`src/cftt_pkg.sv`:
```
// shared types and constants for the client failure throttle table
`timescale 1ns / 1ps
`default_nettype none
package cftt_pkg;

    // action codes on the input stream
    localparam logic [1:0] ACT_CHECK = 2'd0;
    localparam logic [1:0] ACT_FAIL  = 2'd1;
    localparam logic [1:0] ACT_SUCC  = 2'd2;

    // result status codes
    localparam logic [2:0] STAT_ALLOW   = 3'd0;
    localparam logic [2:0] STAT_DENIED  = 3'd1;
    localparam logic [2:0] STAT_BANNED  = 3'd2;
    localparam logic [2:0] STAT_FULL    = 3'd3;
    localparam logic [2:0] STAT_COUNTED = 3'd4;

    // register indexes on the config port
    localparam logic [1:0] REG_ENABLE = 2'd0;
    localparam logic [1:0] REG_LIMIT  = 2'd1;
    localparam logic [1:0] REG_WINDOW = 2'd2;
    localparam logic [1:0] REG_BAN    = 2'd3;

    // entries are only stale after at least this many seconds
    localparam logic [31:0] STALE_FLOOR = 32'd3600;

    typedef enum logic [1:0] {
        OP_NOP,
        OP_CHECK,
        OP_FAIL,
        OP_SUCC
    } op_t;

    typedef enum logic [3:0] {
        BK_IDLE,
        BK_FIND,
        BK_EVA,
        BK_SHIFT,
        BK_RANK,
        BK_FREE,
        BK_UPD1,
        BK_UPD2,
        BK_DONE
    } back_state_t;

    typedef enum logic [1:0] {
        RM_DELETE,
        RM_TOHEAD,
        RM_ALLOC,
        RM_EVICT
    } rank_mode_t;

    typedef struct packed {
        op_t         op;
        logic [31:0] key;
        logic [31:0] now;
    } item_t;

    typedef struct packed {
        logic        enable;
        logic [15:0] limit;
        logic [31:0] window;
        logic [31:0] ban;
    } cfg_t;

    typedef struct packed {
        logic  valid;
        item_t item;
    } queue_out_t;

endpackage
`default_nettype wire

```
`src/cftt_front.sv`:
```
// input side: accepts beats, classifies the action, holds a two-entry queue
`timescale 1ns / 1ps
`default_nettype none
module cftt_front
    import cftt_pkg::*;
(
    input  wire logic        clk,
    input  wire logic        rst_n,
    input  wire logic        enable,
    input  wire logic        s_tvalid,
    output logic             s_tready,
    input  wire logic [63:0] s_tdata,  // client_key, current_time
    input  wire logic [1:0]  s_tuser,  // action
    output queue_out_t       q_out,
    input  wire logic        q_pop
);

    item_t      q_mem_reg [2];
    logic       wr_ptr_reg;
    logic       rd_ptr_reg;
    logic [1:0] fill_reg;
    logic       push;
    item_t      new_item;

    always_comb
    begin
        new_item.key = s_tdata[31:0];
        new_item.now = s_tdata[63:32];
        if (!enable)
        begin
            new_item.op = OP_NOP;
        end
        else
        begin
            case (s_tuser)
                ACT_CHECK: new_item.op = OP_CHECK;
                ACT_FAIL:  new_item.op = OP_FAIL;
                ACT_SUCC:  new_item.op = OP_SUCC;
                default:   new_item.op = OP_NOP;
            endcase
        end
    end

    assign s_tready    = (fill_reg != 2'd2);
    assign push        = s_tvalid && s_tready;
    assign q_out.valid = (fill_reg != 2'd0);
    assign q_out.item  = q_mem_reg[rd_ptr_reg];

    always_ff @(posedge clk)
    begin
        if (push)
        begin
            q_mem_reg[wr_ptr_reg] <= new_item;
        end
    end

    always_ff @(posedge clk or negedge rst_n)
    begin
        if (!rst_n)
        begin
            wr_ptr_reg <= 1'b0;
            rd_ptr_reg <= 1'b0;
            fill_reg   <= 2'd0;
        end
        else
        begin
            if (push)
            begin
                wr_ptr_reg <= ~wr_ptr_reg;
            end
            if (q_pop)
            begin
                rd_ptr_reg <= ~rd_ptr_reg;
            end
            if (push && !q_pop)
            begin
                fill_reg <= fill_reg + 2'd1;
            end
            else if (!push && q_pop)
            begin
                fill_reg <= fill_reg - 2'd1;
            end
        end
    end

endmodule
`default_nettype wire

```
`config.mk`:
```
export PLATFORM = sky130hd
export DESIGN_NAME = cftt_front
export DESIGN_NICKNAME = d
export VERILOG_FILES = /design/src/cftt_pkg.sv /design/src/cftt_front.sv
export SDC_FILE = /design/constraint.sdc
export NUM_CORES = 1
export LEC_CHECK = 0
export BUFFER_PORTS_ARGS = -buffer_cell sky130_fd_sc_hd__buf_2
export CORE_MARGIN = 10
export CORE_UTILIZATION = 30
export DETAILED_ROUTE_END_ITERATION = 16
export GPL_TIMING_DRIVEN = 0
export MAX_ROUTING_LAYER = met4
export PLACE_DENSITY = 0.6
export SETUP_SLACK_MARGIN = 0.1
export SYNTH_ARGS = -nofsm -noshare
export SYNTH_HDL_FRONTEND = slang
export SYNTH_SLANG_ARGS = --single-unit
```
`constraint.sdc`:
```
create_clock -name clk -period 3.9 [get_ports clk]
set_input_delay 0.195 -clock clk [delete_from_list [all_inputs] [get_ports clk]]
set_output_delay 0.195 -clock clk [all_outputs]
set_load 0.05 [all_outputs]
```
After elaboration in Yosys (flattened, before gate mapping)
Memories as Yosys holds them, arrays and structs flattened. Index checks and enable logic that the tools add are counted.

Word-level logic and storage cells: 25. Memory bits (writable): 132. Bits of input ports: 71. Output and inout bits: 68. Bits in registers: 4. Memories kept: 1.

Memory list: q_mem_reg (depth 2, bits a word 66, read ports 1, clocked after Yosys merged registers in 0, wr ports 1, line cftt_front.sv:18) `item_t q_mem_reg [2];`.

Muxes and demuxes: 6. Equal/unequal tests: 3. $add $sub $neg: 2. Reductions and logical operators: 8. Bitwise gates (word level): 2.

Operators with widths (number): two-way mux 2 bit (3); one-hot mux 2 bit (3 select lines) (1); nonzero test 2 bit (2); logical AND 1 bit (3); adder 2 x 1 -> 2 bit (second input constant) (1); == test 2 x 1 -> 1 bit (second input constant) (1); == test 2 bit (second input constant) (1); zero test 1 bit (2); zero test 2 bit (1); two-way mux 1 bit (2); inequality test 2 bit (second input constant) (1); inverter 1 bit (2); subtractor 2 x 1 -> 2 bit (second input constant) (1).

Logic depth before layout (Yosys ltp)
Gate-level depths: netlist (run 1).

Word-level depth: 6. Mapped depth: 7. Depth with buffers taken out: 7.

Least setup slack after synthesis (run 1)
No wires, ideal clock.

Path type: flip-flop to flip-flop. Start: reg fill_reg[0]. End: mem q_mem_reg[0][0] (netlist name), enable pin. Clock period less this slack: 4320 ps. Data required time: 3409 ps. Path buffers: 0. Setup time: 491 ps. Cell stages (with the launch flop): 4. Arrival time: 3829 ps. Setup slack: -420 ps. Path through: dfrtp_1 > nand2b_1 > nand2_1 > nor2_1.

Cells in the longest elaborated chain, start to end: 4.

RTL lines: from (decl) (line cftt_front.sv:21) `logic [1:0] fill_reg;`; from (signal assigned) (line cftt_front.sv:77) `fill_reg <= fill_reg + 2'd1;`; from (signal assigned) (line cftt_front.sv:81) `fill_reg <= fill_reg - 2'd1;`; inequality test 2 bit (line cftt_front.sv:44) `assign s_tready = (fill_reg != 2'd2);`; via s_tready (line cftt_front.sv:11) `output logic s_tready,`; logical AND 1 bit (line cftt_front.sv:45) `assign push = s_tvalid && s_tready;`; two-way mux 1 bit (line cftt_front.sv:51) `if (push)`; two-way mux 1 bit (implied by the code) (line cftt_front.sv:53) `q_mem_reg[wr_ptr_reg] <= new_item;`; to (decl) (line cftt_front.sv:18).

The timed path passes the listed nets, and every way through them passes these cells.

==> results of run 1 <==
-- worst min-delay path by stage --
stage                                             to  slack (ps)  cells past startpoint
after floorplan              fill_reg[0]$_DFFE_PN0P_        -100                      0
after global placement        rd_ptr_reg$_DFFE_PN0P_           3                      1
after detailed placement      wr_ptr_reg$_DFFE_PN0N_           6                      1
after CTS                 q_mem_reg[0][64]$_DFFE_PP_         100                      2
after global routing      q_mem_reg[0][65]$_DFFE_PP_         110                      2
final                     q_mem_reg[0][64]$_DFFE_PP_         130                      2
-- synth_stat cells (all sizes together) --
cell type,n,area [um2]
nor2,2,7.51
mux2,66,856
xor2,3,26.3
or2,1,6.26
buf,7,56.3
ha,3,37.5
and2,1,6.26
o21a,1,7.51
xnor2,2,17.5
nand2,1,3.75
edfxtp,132,3960
and3,1,6.26
nand2b,1,6.26
dfrtp,4,100
inv,4,15.0
-- repair_timing --
item                       CTS  global route
resized for setup            0             0
hold buffers                66             0
setup endpoints to repair    0             0
buffers inserted             0             0
hold endpoints to repair   133             0
-- area by class of cell --
type / instances / area share (%)
Tap cell: 220 / 3.72
Clock inverter: 14 / 2.11
Inverter: 4 / 0.203
Timing Repair Buffer: 207 / 19.1
Multi-Input combinational cell: 82 / 13.4
Sequential cell: 136 / 54.9
Buffer: 7 / 0.761
Clock buffer: 18 / 5.80
-- metrics by stage --
stage / cell area [um2] / power (mW) / cells / hold WS (ps) / utilization (%)
detailed placement: 6150 / 4.70 / 590 / 6.39 / 37.0
finish: 7400 / 6.25 / 688 / 126 / 44.5
global route: 7400 / 6.54 / 688 / 109 / 44.5
floorplan: 5120 / 4.11 / 229 / -101 / -
CTS: 7400 / 6.35 / 688 / 102 / 44.5
global placement: 6080 / 4.64 / 587 / 2.65 / 36.6
-- layer usage --
layer  up-vias  GRT usage [%]  wire [um]
li1       1355              -          -
met1      1411           10.8       4470
met2       100           17.1       5740
met3         7           4.41        705
met4         0           3.32        107
met5         -              -          0
-- report_power, final --
group          switching [mW]  internal (mW)
clock network           0.580          0.996
logic                    1.78          0.806
registers              0.0879           2.00
total                    2.45           3.80
-- cells by family after synthesis --
family,count (synthesis)
compound gates,1
mux,66
fa+ha+maj,3
buf+inv,11
simple gates,7
flops,136
xor+xnor,5
==> impl_metrics.json, run 1 <==
{
  "path_cells": "buf_4 -> buf_6 -> mux2_4 -> buf_2",
  "finalSetupTns_ps": 0,
  "yosys_warnings": 0,
  "port_buffers": 138,
  "ys_seq_area_share_pct": 79.4,
  "synth_seq_cells": 136,
  "gp_congestion": 0.683,
  "fp.dieH_um": 151,
  "drtAntennaViolNets": 0,
  "drive_gt1_share_pct": 52.1,
  "ios": 139,
  "ir_worst_vdd_mv": 0.447,
  "syn-cell-area_mm2": 0.00512,
  "synth_cells": 229,
  "synthAdderAreaFrac_pct": 0.734,
  "cp-end-kind": "output pin",
  "postSynthAreaPerCell_um2": 22.3,
  "numCtsBuffers": 17,
  "vias": 2873,
  "die_w_um": 151,
  "htreeDepth": 4,
  "cellPowerDensity_mw_per_mm2": 845,
  "hp-start": "enable",
  "drc_errors": 0,
  "critPathMaxFanout": 10,
  "die-area_mm2": 0.0227,
  "slew_violations": 0,
  "hold_viol_final": 0,
  "first_iter_violations": 125,
  "fmax_mhz": 515,
  "clock_skew_ps": 5.40,
  "yosysUniqueCellTypes": 18,
  "multiInputGateArea_um2": 993,
  "synth_nets": 303,
  "final_common_cell": "buf_2",
  "clock_path_buffers": 2,
  "critical_path.max_stage_delay_ps": 370,
  "path_depth": 4,
  "slowest_stage": "dfrtp_1",
  "worst-path-buf-inv": 3,
  "r2r_cells": 4,
  "hold_class": "primary input to register",
  "seq_area_mm2": 0.00406,
  "grt_setup_unrepaired": "false",
  "dp_worst_setup_slack_ps": 2120,
  "crit_start": "rd_ptr_reg$_DFFE_PN0P_",
  "cp.arrival_ps": 1750,
  "areaGrowthSynthToFinish_pct": 44.7,
  "most-common-layout-cells": "buf_2 (141), edfxtp_1 (132), dlygate4sd3_1 (66)",
  "worstMarginPinSlew_ps": 525,
  "reg2reg_to": "q_mem_reg[0][44]$_DFFE_PP_",
  "path_clk_slew_ps": 60,
  "vias_per_cell": 4.18,
  "cp_top_family": "buffers and inverters",
  "layout_min_cycle_time_ps": 1940,
  "dr.pass1.iters": 4,
  "period_share_pct": 49.8,
  "gr-usage-all-layers_pct": 10.3,
  "cap_violations": 0,
  "rows": 47,
  "cts.sinks": 136,
  "antenna_cells": 0,
  "nets": 529,
  "antenna_found_initial": 0,
  "status": "completed",
  "critPathCapture": "q_out[46]",
  "wl_mm": 11.0,
  "nFillCells": 1476,
  "critical_path_class": "register to output pin",
  "leakage_nw": 2.91,
  "cp-start-kind": "register",
  "initial_utilization_pct": 30.7,
  "cts_root_buf": "clkbuf_16",
  "grt_pass1_wl_mm": 17.0,
  "crit_required_ps": 3700,
  "grt_pass1_vias": 3319,
  "core_area_mm2": 0.0166,
  "worstReg2RegStart": "fill_reg[0]$_DFFE_PN0P_",
  "setup_viol": 0,
  "setup_slack_ps": 1960,
  "synth_top_family_by_area": "multiplexers",
  "post-dp-hpwl_mm": 7.40,
  "yosys.area_share.simple_pct": 0.709,
  "synth_compound_area_share_pct": 0.147,
  "synth.area.mux_share_pct": 16.7,
  "synth_xor_area_share_pct": 0.856,
  "grt_max_degree": 37,
  "relSlewSlack_pct": 64.9,
  "largest_reg_flops": 132,
  "insertion_delay_ps": 410,
  "overflow": 0,
  "cts_tree": "yes",
  "wl_per_cell_um": 16.0,
  "r2r_slack_ps": 2130
}
Note: power is estimated with default switching activity, not from simulation.
==> inputs of run 2 (changes only) <==
==> constraint.sdc (replaced) <==
create_clock -name clk -period 1.7 [get_ports clk]
set_input_delay 0.085 -clock clk [delete_from_list [all_inputs] [get_ports clk]]
set_output_delay 0.085 -clock clk [all_outputs]
set_load 0.05 [all_outputs]
==> impl_metrics.json, run 2 (synthesis results as in run 1) <==
{
  "fmax_mhz": 587,
  "first_iter_violations": 98,
  "antenna_cells": 0,
  "grt_max_degree": 29,
  "rows": 47,
  "die-area_mm2": 0.0227,
  "cellPowerDensity_mw_per_mm2": 1990,
  "finalSetupTns_ps": -6.86,
  "worstMarginPinSlew_ps": 281,
  "cp_common_cell": "buf_12",
  "drive_gt1_share_pct": 54.7,
  "cp_top_family": "buffers and inverters",
  "overflow": 0,
  "die_w_um": 151,
  "setup_viol": 3,
  "status": "finished, violations left",
  "grt_pass1_vias": 3336,
  "areaGrowthSynthToFinish_pct": 57.4,
  "fin_util_pct": 48.4,
  "numCtsBuffers": 17,
  "drtAntennaViolNets": 0,
  "grt_setup_unrepaired": "true",
  "drc_errors": 0,
  "wl_mm": 11.9,
  "final_common_cell": "edfxtp_1",
  "cp-end-kind": "output pin",
  "violations": "setup timing",
  "fin_cells": 703,
  "cp.arrival_ps": 1620,
  "dp.cells": 590,
  "setup_slack_ps": -3.89,
  "path_cells": "buf_12 -> buf_12 -> mux2_4 -> buf_6",
  "vias_per_cell": 4.17,
  "cts_root_buf": "clkbuf_16",
  "gp_congestion": 0.697,
  "relSlewSlack_pct": 81.4,
  "vias": 2928,
  "gr-usage-all-layers_pct": 10.7,
  "critical_path.max_stage_delay_ps": 440,
  "critPathMaxFanout": 10,
  "wl_per_cell_um": 16.9,
  "cts.sinks": 136,
  "dr.pass1.iters": 4,
  "crit_required_ps": 1620,
  "htreeDepth": 4,
  "antenna_found_initial": 0,
  "initial_utilization_pct": 30.7,
  "core_area_mm2": 0.0166,
  "nets": 544,
  "cts_tree": "yes",
  "layout_min_cycle_time_ps": 1700,
  "post-dp-hpwl_mm": 7.32,
  "critical_path_class": "register to output pin",
  "slowest_stage": "dfrtp_2",
  "clock_skew_ps": 7.89,
  "insertion_delay_ps": 410,
  "port_buffers": 138,
  "dp_worst_setup_slack_ps": -206,
  "worst-path-buf-inv": 3,
  "grt_pass1_wl_mm": 17.9,
  "nFillCells": 1391,
  "largest_reg_flops": 132,
  "cp-start-kind": "register",
  "most-common-layout-cells": "edfxtp_1 (132), buf_2 (92), dlygate4sd3_1 (68)",
  "ir_worst_vdd_mv": 1.26,
  "ios": 139,
  "path_clk_slew_ps": 60,
  "cap_violations": 0,
  "finish.instance_area_mm2": 0.00805,
  "slew_violations": 0,
  "period_share_pct": 100,
  "place_area_mm2": 0.00618,
  "clock_path_buffers": 2,
  "hold_viol_final": 0,
  "hold_class": "primary input to asynchronous set/reset pin",
  "fp.dieH_um": 151,
  "leakage_nw": 3.18
}
run 2: cell types whose count changed in the layout (fill, tap and decap cells not counted), sizes merged:
| cell | delta |
|---|---|
| buf | +10 |
| bufbuf | +1 |
| bufinv | +1 |
| clkbuf | +2 |
| clkinv | -4 |
| clkinvlp | +2 |
| dlygate4sd3 | +2 |
| inv | +1 |
run 2: worst paths after layout:
check / startpoint / to / slack [ps] / cells past startpoint
worst max-delay path: rd_ptr_reg$_DFFE_PN0P_ / q_out[30] / -4 / 4
min in group clk: s_tuser[1] / q_mem_reg[1][64]$_DFFE_PP_ / 160 / 3
max in group asynchronous: rst_n / rd_ptr_reg$_DFFE_PN0P_ / 1530 / 2
worst min register to register: fill_reg[0]$_DFFE_PN0P_ / fill_reg[0]$_DFFE_PN0P_ / 530 / 1
worst max register to register: fill_reg[0]$_DFFE_PN0P_ / q_mem_reg[0][46]$_DFFE_PP_ / 210 / 5
worst min-delay path: rst_n / fill_reg[0]$_DFFE_PN0P_ / 40 / 2
run 2: report_power, final:
part | leakage [nW] | internal (mW) | switching, mW | total [mW]
Sequential | 1.27 | 4.58 | 0.216 | 4.80
Clock | 0.293 | 2.47 | 1.38 | 3.84
Combinational | 1.62 | 3.01 | 4.37 | 7.39
run 2: per-layer routing:
metal,vias to the layer above,global-route usage (%),share of wire [%]
met5,-,-,0
met4,0,3.71,1.1
met3,11,4.29,6.3
met2,88,18.1,52
li1,1387,-,-
met1,1442,11.2,41
run 2: area by class of cell:
| type | count | area, um2 | area share, % |
|---|---|---|---|
| buffer | 6 | 95.1 | 1.18 |
| clock inverter | 14 | 199 | 2.47 |
| clock buffer | 18 | 429 | 5.33 |
| multi-input combinational | 82 | 1020 | 12.7 |
| timing repair buffer | 223 | 1950 | 24.2 |
| sequential | 136 | 4070 | 50.5 |
| inverter | 4 | 15.0 | 0.186 |
| tap | 220 | 275 | 3.42 |
run 2: metrics by stage:
step	hold slack, ps	power [mW]
floorplan	-211	9.43
global placement	-107	10.7
detailed placement	-104	10.8
CTS	5.86	15.5
global route	31.0	16.7
finish	35.1	16.0
run 2: timing repair:
| action | 4_1_cts | 5_1_grt |
|---|---|---|
| buffers inserted | 8 | 2 |
| gates cloned | 2 | 2 |
| resized for setup | 37 | 120 |
| endpoints found under the hold margin | 138 | 0 |
| hold buffers | 68 | 0 |
| pin swaps | 2 | 1 |
| endpoints found under the setup margin | 172 | 94 |
